===== src/rtl/smbs_pkg.sv =====
`default_nettype none

package smbs_pkg;

    localparam int unsigned BITS_PER_BYTE = 8;
    localparam int unsigned TIMER_W       = 18;
    localparam int unsigned CNT_W         = 4;

    localparam logic [15:0]        HALF_PERIOD_RESET = 16'd250;
    localparam logic [CNT_W-1:0]   BIT_LIMIT         = CNT_W'(BITS_PER_BYTE);

    typedef struct packed {
        logic       sclk_level;
        logic       mosi_level;
        logic       busy_res;
        logic       done_res;
        logic [7:0] rx_byte;
    } smbs_res_t;

endpackage

`default_nettype wire


===== src/rtl/smbs_channels.sv =====
`default_nettype none

interface smbs_in_if;
    logic       valid;
    logic       ready;
    logic       start_req;
    logic [7:0] tx_byte;
    logic       msb_first;
    logic       miso_level;

    modport source (output valid, output start_req, output tx_byte, output msb_first,
                    output miso_level, input ready);
    modport sink   (input valid, input start_req, input tx_byte, input msb_first,
                    input miso_level, output ready);
endinterface

interface smbs_out_if;
    logic       valid;
    logic       ready;
    logic       sclk_level;
    logic       mosi_level;
    logic       busy_res;
    logic       done_res;
    logic [7:0] rx_byte;

    modport source (output valid, output sclk_level, output mosi_level, output busy_res,
                    output done_res, output rx_byte, input ready);
    modport sink   (input valid, input sclk_level, input mosi_level, input busy_res,
                    input done_res, input rx_byte, output ready);
endinterface

`default_nettype wire


===== src/rtl/smbs_engine.sv =====
`default_nettype none

module smbs_engine
    import smbs_pkg::*;
(
    input  wire logic        clk,
    input  wire logic        rst_n,
    input  wire logic        cfg_wr_en,
    input  wire logic [15:0] cfg_wr_data,
    input  wire logic        beat_acc,
    input  wire logic        start_req,
    input  wire logic [7:0]  tx_byte,
    input  wire logic        msb_first,
    input  wire logic        miso_level,
    output smbs_res_t        res
);

    typedef enum logic [1:0] {PH_IDLE, PH_HIGH, PH_LOW, PH_TAIL} phase_t;

    phase_t             phase_reg, phase_next;
    logic [CNT_W-1:0]   cnt_reg, cnt_next;
    logic [TIMER_W-1:0] timer_reg, timer_next;
    logic [7:0]         tx_reg, tx_next;
    logic [7:0]         rx_reg, rx_next;
    logic               order_reg, order_next;
    logic [15:0]        half_reg;

    logic               start;
    phase_t             cur_phase;
    logic [CNT_W-1:0]   cur_cnt;
    logic [TIMER_W-1:0] cur_timer, timer_inc, limit;
    logic [7:0]         cur_tx, cur_rx;
    logic               cur_order, cur_bit, over;
    logic [15:0]        half_eff;
    logic [CNT_W-1:0]   cnt_inc;

    assign half_eff  = (half_reg == 16'd0) ? 16'd1 : half_reg;
    assign start     = (phase_reg == PH_IDLE) && start_req;
    assign cur_phase = start ? PH_HIGH : phase_reg;
    assign cur_cnt   = start ? '0 : cnt_reg;
    assign cur_timer = start ? '0 : timer_reg;
    assign cur_tx    = start ? tx_byte : tx_reg;
    assign cur_rx    = start ? 8'd0 : rx_reg;
    assign cur_order = start ? msb_first : order_reg;
    assign cur_bit   = cur_order ? cur_tx[7] : cur_tx[0];
    assign timer_inc = cur_timer + TIMER_W'(1);
    assign limit     = (cur_phase == PH_TAIL) ? {half_eff, 2'b00} : {2'b00, half_eff};
    assign over      = (timer_inc >= limit);
    assign cnt_inc   = cur_cnt + CNT_W'(1);

    always_comb
    begin
        phase_next = cur_phase;
        cnt_next   = cur_cnt;
        timer_next = cur_timer;
        tx_next    = cur_tx;
        rx_next    = cur_rx;
        order_next = cur_order;
        res        = '0;
        unique case (cur_phase)
            PH_HIGH:
            begin
                res.sclk_level = 1'b1;
                res.mosi_level = cur_bit;
                res.busy_res   = 1'b1;
                timer_next     = over ? '0 : timer_inc;
                if (over)
                begin
                    rx_next    = cur_order ? {cur_rx[6:0], miso_level}
                                           : {miso_level, cur_rx[7:1]};
                    phase_next = PH_LOW;
                end
            end
            PH_LOW:
            begin
                res.mosi_level = cur_bit;
                res.busy_res   = 1'b1;
                timer_next     = over ? '0 : timer_inc;
                if (over)
                begin
                    tx_next    = cur_order ? {cur_tx[6:0], 1'b0} : {1'b0, cur_tx[7:1]};
                    cnt_next   = cnt_inc;
                    phase_next = (cnt_inc >= BIT_LIMIT) ? PH_TAIL : PH_HIGH;
                end
            end
            PH_TAIL:
            begin
                res.busy_res = 1'b1;
                timer_next   = over ? '0 : timer_inc;
                if (over)
                begin
                    res.done_res = 1'b1;
                    res.rx_byte  = cur_rx;
                    phase_next   = PH_IDLE;
                end
            end
            PH_IDLE:
            begin
            end
            default:
            begin
            end
        endcase
    end

    always_ff @(posedge clk or negedge rst_n)
    begin
        if (!rst_n)
        begin
            phase_reg <= PH_IDLE;
            cnt_reg   <= '0;
            timer_reg <= '0;
            tx_reg    <= '0;
            rx_reg    <= '0;
            order_reg <= 1'b0;
            half_reg  <= HALF_PERIOD_RESET;
        end
        else
        begin
            if (cfg_wr_en)
            begin
                half_reg <= cfg_wr_data;
            end
            if (beat_acc)
            begin
                phase_reg <= phase_next;
                cnt_reg   <= cnt_next;
                timer_reg <= timer_next;
                tx_reg    <= tx_next;
                rx_reg    <= rx_next;
                order_reg <= order_next;
            end
        end
    end

    a_cnt_bound: assert property (@(posedge clk) disable iff (!rst_n)
        cnt_reg <= BIT_LIMIT)
        else $error("bit count beyond byte length");

    a_tail_count: assert property (@(posedge clk) disable iff (!rst_n)
        (phase_reg == PH_TAIL) |-> (cnt_reg == BIT_LIMIT))
        else $error("tail gap entered before last bit");

    a_idle_quiet: assert property (@(posedge clk) disable iff (!rst_n)
        (beat_acc && phase_reg == PH_IDLE && !start_req) |-> (res == '0))
        else $error("idle beat drives nonzero result");

    a_done_to_idle: assert property (@(posedge clk) disable iff (!rst_n)
        (beat_acc && res.done_res) |=> (phase_reg == PH_IDLE))
        else $error("done without return to idle");

endmodule

`default_nettype wire


===== src/rtl/smbs_out_buf.sv =====
`default_nettype none

module smbs_out_buf
    import smbs_pkg::*;
(
    input  wire logic      clk,
    input  wire logic      rst_n,
    input  wire logic      push,
    input  wire smbs_res_t push_data,
    output logic           push_ready,
    output logic           pop_valid,
    input  wire logic      pop_ready,
    output smbs_res_t      pop_data
);

    logic      main_valid_reg;
    logic      skid_valid_reg;
    smbs_res_t main_reg;
    smbs_res_t skid_reg;
    logic      pop;

    assign pop        = main_valid_reg && pop_ready;
    assign push_ready = !skid_valid_reg;
    assign pop_valid  = main_valid_reg;
    assign pop_data   = main_reg;

    always_ff @(posedge clk or negedge rst_n)
    begin
        if (!rst_n)
        begin
            main_valid_reg <= 1'b0;
            skid_valid_reg <= 1'b0;
        end
        else
        begin
            priority if (skid_valid_reg)
            begin
                if (pop)
                begin
                    skid_valid_reg <= 1'b0;
                end
            end
            else if (push)
            begin
                main_valid_reg <= 1'b1;
                if (main_valid_reg && !pop)
                begin
                    skid_valid_reg <= 1'b1;
                end
            end
            else if (pop)
            begin
                main_valid_reg <= 1'b0;
            end
        end
    end

    always_ff @(posedge clk)
    begin
        priority if (skid_valid_reg)
        begin
            if (pop)
            begin
                main_reg <= skid_reg;
            end
        end
        else if (push)
        begin
            if (!main_valid_reg || pop)
            begin
                main_reg <= push_data;
            end
            else
            begin
                skid_reg <= push_data;
            end
        end
    end

    a_skid_needs_main: assert property (@(posedge clk) disable iff (!rst_n)
        skid_valid_reg |-> main_valid_reg)
        else $error("skid entry held with empty main entry");

    a_no_push_full: assert property (@(posedge clk) disable iff (!rst_n)
        skid_valid_reg |-> !push)
        else $error("beat pushed into full buffer");

    a_skid_moves: assert property (@(posedge clk) disable iff (!rst_n)
        (skid_valid_reg && pop) |=> (main_valid_reg && main_reg == $past(skid_reg)))
        else $error("skid entry lost on drain");

endmodule

`default_nettype wire


===== src/rtl/spi_master_byte_shifter.sv =====
// A result beat is registered in the output buffer when its input beat is accepted.
// Throughput: one input beat per cycle; input ready drops only while the
// two-entry output buffer is full behind a stalled sink.
// Reset (rst_n, async, active low): engine idle, half period 250 ticks,
// output buffer empty.
`default_nettype none

module spi_master_byte_shifter
    import smbs_pkg::*;
(
    input  wire logic        clk,
    input  wire logic        rst_n,
    input  wire logic        cfg_wr_en,
    input  wire logic [15:0] cfg_wr_data,
    smbs_in_if.sink          in_ch,
    smbs_out_if.source       out_ch
);

    logic      beat_acc;
    logic      buf_ready;
    smbs_res_t res;
    smbs_res_t out_data;

    assign beat_acc    = in_ch.valid && buf_ready;
    assign in_ch.ready = buf_ready;

    smbs_engine u_engine (
        .clk         (clk),
        .rst_n       (rst_n),
        .cfg_wr_en   (cfg_wr_en),
        .cfg_wr_data (cfg_wr_data),
        .beat_acc    (beat_acc),
        .start_req   (in_ch.start_req),
        .tx_byte     (in_ch.tx_byte),
        .msb_first   (in_ch.msb_first),
        .miso_level  (in_ch.miso_level),
        .res         (res)
    );

    smbs_out_buf u_out_buf (
        .clk        (clk),
        .rst_n      (rst_n),
        .push       (beat_acc),
        .push_data  (res),
        .push_ready (buf_ready),
        .pop_valid  (out_ch.valid),
        .pop_ready  (out_ch.ready),
        .pop_data   (out_data)
    );

    assign out_ch.sclk_level = out_data.sclk_level;
    assign out_ch.mosi_level = out_data.mosi_level;
    assign out_ch.busy_res   = out_data.busy_res;
    assign out_ch.done_res   = out_data.done_res;
    assign out_ch.rx_byte    = out_data.rx_byte;

endmodule

`default_nettype wire


===== src/flat_wrapper.sv =====
// flat-port wrapper written by rule: the top's interface ports become plain ports
module spi_master_byte_shifter_flat import smbs_pkg::*;
  (clk, rst_n, cfg_wr_en, cfg_wr_data, in_ch_valid, in_ch_start_req, in_ch_tx_byte, in_ch_msb_first, in_ch_miso_level, in_ch_ready, out_ch_valid, out_ch_sclk_level, out_ch_mosi_level, out_ch_busy_res, out_ch_done_res, out_ch_rx_byte, out_ch_ready);
  smbs_in_if in_ch_i ();
  smbs_out_if out_ch_i ();
  input  wire logic clk;
  input  wire logic rst_n;
  input  wire logic cfg_wr_en;
  input  wire logic [15:0] cfg_wr_data;
  input wire logic [$bits(in_ch_i.valid)-1:0] in_ch_valid;
  input wire logic [$bits(in_ch_i.start_req)-1:0] in_ch_start_req;
  input wire logic [$bits(in_ch_i.tx_byte)-1:0] in_ch_tx_byte;
  input wire logic [$bits(in_ch_i.msb_first)-1:0] in_ch_msb_first;
  input wire logic [$bits(in_ch_i.miso_level)-1:0] in_ch_miso_level;
  output wire logic [$bits(in_ch_i.ready)-1:0] in_ch_ready;
  output wire logic [$bits(out_ch_i.valid)-1:0] out_ch_valid;
  output wire logic [$bits(out_ch_i.sclk_level)-1:0] out_ch_sclk_level;
  output wire logic [$bits(out_ch_i.mosi_level)-1:0] out_ch_mosi_level;
  output wire logic [$bits(out_ch_i.busy_res)-1:0] out_ch_busy_res;
  output wire logic [$bits(out_ch_i.done_res)-1:0] out_ch_done_res;
  output wire logic [$bits(out_ch_i.rx_byte)-1:0] out_ch_rx_byte;
  input wire logic [$bits(out_ch_i.ready)-1:0] out_ch_ready;
  assign in_ch_i.valid = in_ch_valid;
  assign in_ch_i.start_req = in_ch_start_req;
  assign in_ch_i.tx_byte = in_ch_tx_byte;
  assign in_ch_i.msb_first = in_ch_msb_first;
  assign in_ch_i.miso_level = in_ch_miso_level;
  assign in_ch_ready = in_ch_i.ready;
  assign out_ch_valid = out_ch_i.valid;
  assign out_ch_sclk_level = out_ch_i.sclk_level;
  assign out_ch_mosi_level = out_ch_i.mosi_level;
  assign out_ch_busy_res = out_ch_i.busy_res;
  assign out_ch_done_res = out_ch_i.done_res;
  assign out_ch_rx_byte = out_ch_i.rx_byte;
  assign out_ch_i.ready = out_ch_ready;
  spi_master_byte_shifter u_core (.clk(clk), .rst_n(rst_n), .cfg_wr_en(cfg_wr_en), .cfg_wr_data(cfg_wr_data), .in_ch(in_ch_i), .out_ch(out_ch_i));
endmodule

===== config.mk =====
export PLATFORM = sky130hd
export DESIGN_NAME = spi_master_byte_shifter_flat
export DESIGN_NICKNAME = d
export VERILOG_FILES = /design/src/rtl/smbs_pkg.sv /design/src/rtl/smbs_channels.sv /design/src/rtl/smbs_engine.sv /design/src/rtl/smbs_out_buf.sv /design/src/rtl/spi_master_byte_shifter.sv /design/src/flat_wrapper.sv
export SDC_FILE = /design/constraint.sdc
export NUM_CORES = 1
export LEC_CHECK = 0
export BUFFER_PORTS_ARGS = -buffer_cell sky130_fd_sc_hd__buf_4
export CORE_ASPECT_RATIO = 1.2
export CORE_MARGIN = 2
export CORE_UTILIZATION = 50
export DETAILED_ROUTE_END_ITERATION = 10
export GPL_TIMING_DRIVEN = 0
export PLACE_DENSITY = 0.69
export RECOVER_POWER = 100
export SKIP_CTS_REPAIR_TIMING = 1
export SLEW_MARGIN = 20
export SYNTH_ARGS = -nofsm -noshare
export SYNTH_HDL_FRONTEND = slang
export SYNTH_SLANG_ARGS = --single-unit

===== constraint.sdc =====
create_clock -name clk -period 5.82 [get_ports clk]
set_clock_uncertainty 0.1 [all_clocks]
set_input_delay 0.582 -clock clk [delete_from_list [all_inputs] [get_ports clk]]
set_output_delay 0.582 -clock clk [all_outputs]
set_load 0.01 [all_outputs]

==> results.toml, run 1 <==
[status]
outcome = "finished, violations left"
violations = "capacitance limit, slew limit"

[timing]
whs_ns = 0.314
finalSetupViolCount = 0
fin_crit_ns = 5.43
finalCritPeriodShare = 0.934
hold_viol_final = 0
slew_violations = 60
fmax_mhz = 184
tightest_slew_ns = 3.28
grt_setup_unrepaired = "no"
timing.slew.headroom = -1.19
fin_tns_setup_ns = 0

[yosys]
yosysTopAreaCellShare = 0.274
yosysTopAreaCell = "dfrtp_1"
netlist_area_sq_um = 4850
syn_nets = 512
syn_inst = 460
synth_commonest_cells = "nand2_1 (56), dfrtp_1 (53), nor2_1 (35)"
synth_most_common_cell = "nand2_1"
synthFlopType = "dfrtp_1"
yosysUniqueCellTypes = 56
yosysWarningCount = 0
synth_edf_count = 24
yosysSeqAreaShare = 0.455
syn_avg_cell_area_sq_um = 10.5
ys_ff_latch = 83
synthTopCellsByArea = "dfrtp_1 (27%), edfxtp_1 (15%), mux2_2 (7.4%)"
synth-async-reset-ratio = 0.711

[power]
power_frac_seq = 0.398
p_switching_mw = 0.728
power_leakage_nw = 2.39
clockPowerShare = 0.291
p_int_mw = 1.33
ir_drop_v = 0.000202
finalPower_mw = 2.06
pwr_density_cell_nw_per_um2 = 374
switching_share = 0.354
p_comb_frac = 0.311

[route]
num_vias = 3776
ant_nets = 0
drtPass1Iterations = 5
wl_per_cell_um = 18.2
routed_wl_um = 11700
via_per_inst = 5.88
remaining_drc_errors = 0
drt_iter0_drc = 185

[setup_path]
critPathMaxFanout = 10
crit_type = "input port to flop"
required_ns = 5.82
cp-end-kind = "flop"
start_kind = "input port"
worstPathArrival_ns = 5.43
ff2ff_setup_slack_ns = 0.43

[clock_tree]
h-tree-depth = 3
numClockSinks = 83
cts_buffers = 9
root_buffer = "clkbuf_16"
cts_tree = "done"
cts.path.max_buffers = 2
path_clk_slew_ns = 0.07
insertion_delay_ns = 0.34

[die]
io_pins = 46
die_area_sq_um = 10500
rows = 39
die_w_um = 93.9
die_h_um = 112
initial_core_util = 0.512
coreArea_sq_um = 9470

[layout]
fin_nets = 566
fin_cells = 642
drive_gt1_frac = 0.181
antenna-diode-count = 0
syn2layout_area_growth_pct = 13.5
largest_register_ffs = 18

[place]
dp_hpwl_um = 8290
dp.cells = 626
io_buffers = 43
finalWeightedCongestion = 0.871

[grt]
antenna_found_initial = 0
grt_overflow_total = 0
grt_max_degree = 60
grt_usage = 0.231
grt_pass1_vias = 3782
grt_first_pass_wirelength_um = 19000

[hold_path]
hp-class = "input port to flop"

[job]
drv_cap = 1
-- through the flow --
stage | setup slack, ns | instance area [sq um] | util
after floorplan | 1.06 | 4850 | -
after global placement | 0.0991 | 5320 | 0.562
after detailed placement | 0.0498 | 5320 | 0.562
after CTS | 0.366 | 5630 | 0.595
after global routing | 0.0854 | 5500 | 0.581
final | 0.386 | 5500 | 0.581
-- cell usage in the layout, fill, tap and decap left out, types with 17 or more instances in the layout --
cell | netlist | layout
nand2_1 | 56 | 56
dfrtp_1 | 53 | 53
nor2_1 | 35 | 35
o21ai_0 | 22 | 22
clkbuf_1 | 16 | 33
a21oi_1 | 17 | 17
mux2_2 | 32 | 32
buf_4 | 0 | 28
nand3_1 | 17 | 17
mux2i_1 | 28 | 28
ha_1 | 20 | 20
edfxtp_1 | 24 | 24
-- cell families after synthesis --
group | count (synthesis) | share of synthesized area
and+or+nand+nor | 160 | 0.163
AOI/OAI and AO/OA | 89 | 0.140
DFF | 83 | 0.455
muxes | 60 | 0.132
buffers and inverters | 33 | 0.0312
adders and majority gates | 20 | 0.0516
xor gates and xnor gates | 15 | 0.0271
-- per-layer routing --
layer	routed length (um)	track usage
met1	4890	0.294
met2	6070	0.403
met3	476	0.0406
met4	236	0.0609
met5	0	0
-- area by class of cell --
class	instances	area [sq um]
Buffer	28	120
Inverter	5	18.8
Sequential cell	83	2200
Tap cell	123	154
Timing Repair Buffer	43	267
Multi-Input combinational cell	344	2430
Clock buffer	9	225
Fill cell	851	3960
Clock inverter	7	83.8
-- worst paths after layout --
check | start | endpoint | depth (start not counted)
worst max-delay path | in_ch_start_req | u_core.u_out_buf.pop_data[3] | 20
worst min-delay path | out_ch_ready | u_core.u_out_buf.skid_valid_reg | 2
worst max register to register | u_core.u_engine.phase_reg[0] | u_core.u_out_buf.pop_data[3] | 19
worst min register to register | u_core.u_engine.cnt_reg[0] | u_core.u_engine.cnt_reg[0] | 1
max in group asynchronous | rst_n | u_core.u_engine.rx_reg[6] | 1
min in group asynchronous | rst_n | u_core.u_engine.half_reg[0] | 1
-- power by group through the flow --
stage / Clock [mW] / Sequential [mW] / Combinational [mW]
2_1_floorplan: 0 / 0.828 / 0.442
3_3_place_gp: 0 / 0.823 / 0.660
3_5_place_dp: 0 / 0.827 / 0.677
4_1_cts: 0.606 / 0.817 / 0.680
5_1_grt: 0.635 / 0.832 / 0.709
6_report: 0.599 / 0.817 / 0.640
-- worst max-delay path, cell delays in order --
cell	delay (ns)
buf_4	0.13
or3b_2	0.27
clkbuf_1	0.43
clkbuf_2	0.36
and2_0	0.18
ha_1	0.21
nand4_2	0.20
or3_1	0.38
clkbuf_1	0.18
nor2_1	0.20
xnor2_1	0.15
nor2_1	0.07
ha_1	0.21
a21o_1	0.17
a21o_1	0.17
a221o_1	0.31
a311o_1	0.42
clkbuf_2	0.27
and3_1	0.27
mux2_2	0.26
Note: power is estimated with default switching activity, not from simulation.
==> inputs of run 2 (changes only) <==
Settings changed: CTS_BUF_LIST from default to sky130_fd_sc_hd__clkbuf_4 sky130_fd_sc_hd__clkbuf_8.
==> results.toml, run 2 (synthesized netlist as in run 1, its figures left out) <==
[status]
outcome = "finished, violations left"
violations = "capacitance limit, slew limit"

[timing]
fmax_mhz = 189
grt_setup_unrepaired = "no"
timing.slew.headroom = -1.19
fin_crit_ns = 5.30
tightest_slew_ns = 3.28
finalCritPeriodShare = 0.910
slew_violations = 60
fin_tns_setup_ns = 0
finalSetupViolCount = 0
hold_viol_final = 0

[die]
die_area_sq_um = 10500
die_h_um = 112
rows = 39
coreArea_sq_um = 9470
initial_core_util = 0.512
io_pins = 46
die_w_um = 93.9

[layout]
syn2layout_area_growth_pct = 11.5
fill_cells = 856
final_util = 0.571
antenna-diode-count = 0
fin_nets = 566
largest_register_ffs = 18
drive_gt1_frac = 0.183
layout_commonest_cell = "nand2_1"
mostFrequentLayoutCells = "nand2_1 (56), dfrtp_1 (53), nor2_1 (35)"

[power]
pwr_density_cell_nw_per_um2 = 352
ir_drop_v = 0.000164
power_leakage_nw = 2.35

[setup_path]
reg2reg_from = "u_core.u_engine.phase_reg[0]"
required_ns = 5.99
worstRegToRegCells = 20
path_cells = "or3b_2 > clkbuf_1 > clkbuf_2 > and2_0 > ha_1 > nand4_2 > or3_1 > clkbuf_1 > nor2_1 > xnor2_1 > nor2_1 > ha_1 > nand4_1 > nor3_1 > a221o_1 > a311o_1 > buf_2 > clkbuf_2 > nand3_1 > o221a_1"
critPathMaxFanout = 10
reg2reg_to = "u_core.u_engine.tx_reg[5]"
cp-end-kind = "flop"
cp_slowest_cell = "clkbuf_1"
crit_type = "flop to flop"
worstPathArrival_ns = 5.47
crit_path_max_incr_delay_ns = 0.44
start_kind = "flop"
ff2ff_setup_slack_ns = 0.52

[hold_path]
hp-class = "input port to flop"
min_from = "out_ch_ready"
hold_depth = 2
whs_endpoint = "u_core.u_out_buf.skid_valid_reg"

[route]
routed_wl_um = 11600
num_vias = 3783
via_per_inst = 5.89
wl_per_cell_um = 18.1
ant_nets = 0
drtPass1Iterations = 5
drt_iter0_drc = 206
remaining_drc_errors = 0

[clock_tree]
cts.path.max_buffers = 2
numClockSinks = 83
h-tree-depth = 3
root_buffer = "clkbuf_8"
insertion_delay_ns = 0.38
cts_tree = "done"
cts_buffers = 9
path_clk_slew_ns = 0.10

[grt]
grt_overflow_total = 0
grt_usage = 0.232
grt_pass1_vias = 3785
grt_max_degree = 60
antenna_found_initial = 0
grt_first_pass_wirelength_um = 18900

[place]
io_buffers = 43
finalWeightedCongestion = 0.871
dp_hpwl_um = 8290

[job]
drv_cap = 1
==> run 2: changes by cell type in the layout (fill, tap and decap cells not counted) <==
cell,delta
nor3_1,-1
nor3_2,+1
clkbuf_8,+9
clkbuf_16,-9
==> run 2: how the worst max path moves through the flow <==
stage,start,endpoint,slack [ns],cells after the start
CTS,u_core.u_engine.phase_reg[0],u_core.u_engine.rx_reg[6],0.43,19
global placement,in_ch_start_req,u_core.u_engine.tx_reg[1],0.1,20
floorplan,in_ch_start_req,u_core.u_out_buf.pop_data[3],1.06,19
global route,u_core.u_engine.phase_reg[0],u_core.u_engine.tx_reg[5],0.12,20
finish,u_core.u_engine.phase_reg[0],u_core.u_engine.tx_reg[5],0.52,20
detailed placement,in_ch_start_req,u_core.u_engine.tx_reg[1],0.05,20
==> run 2: report_power, final <==
part / leakage, nW / switching (mW) / internal (mW)
registers: 0.975 / 0.0755 / 0.740
clock network: 0.103 / 0.241 / 0.207
logic: 1.27 / 0.395 / 0.246
==> run 2: stage by stage <==
step / cells / power (mW) / setup WS [ns] / area, sq um / hold WS (ns)
CTS: 642 / 1.95 / 0.429 / 5530 / 0.204
floorplan: 460 / 1.27 / 1.06 / 4850 / 0.186
global placement: 626 / 1.48 / 0.0991 / 5320 / 0.384
global route: 642 / 2.03 / 0.119 / 5410 / 0.260
detailed placement: 626 / 1.50 / 0.0498 / 5320 / 0.389
finish: 642 / 1.90 / 0.522 / 5410 / 0.271
==> run 2: cell type report <==
cell class / instances / area (sq um) / area share
well taps: 123 / 154 / 0.0285
inverters: 5 / 18.8 / 0.00347
multi-input cells: 344 / 2430 / 0.450
clock buffers: 9 / 124 / 0.0229
repair buffers: 43 / 267 / 0.0493
clock inverters: 7 / 83.8 / 0.0155
plain buffers: 28 / 120 / 0.0222
flip-flops and latches: 83 / 2200 / 0.408
==> run 2: worst max-delay path: cells and delay by family, from the launching register on <==
kind                     cells  cell delay [ns]
XOR/XNOR                     1             0.17
adder cells (fa/ha/maj)      2             0.52
buffers and inverters        5             1.60
flip-flops                   1             0.40
AND/OR/NAND/NOR              9             1.75
AO/OA/AOI/OAI                3             0.65
==> run 2: routing by layer <==
layer | track usage | wire length (um)
met5 | 0 | 0
met4 | 0.0812 | 296
met3 | 0.0392 | 491
met2 | 0.401 | 6010
met1 | 0.290 | 4830
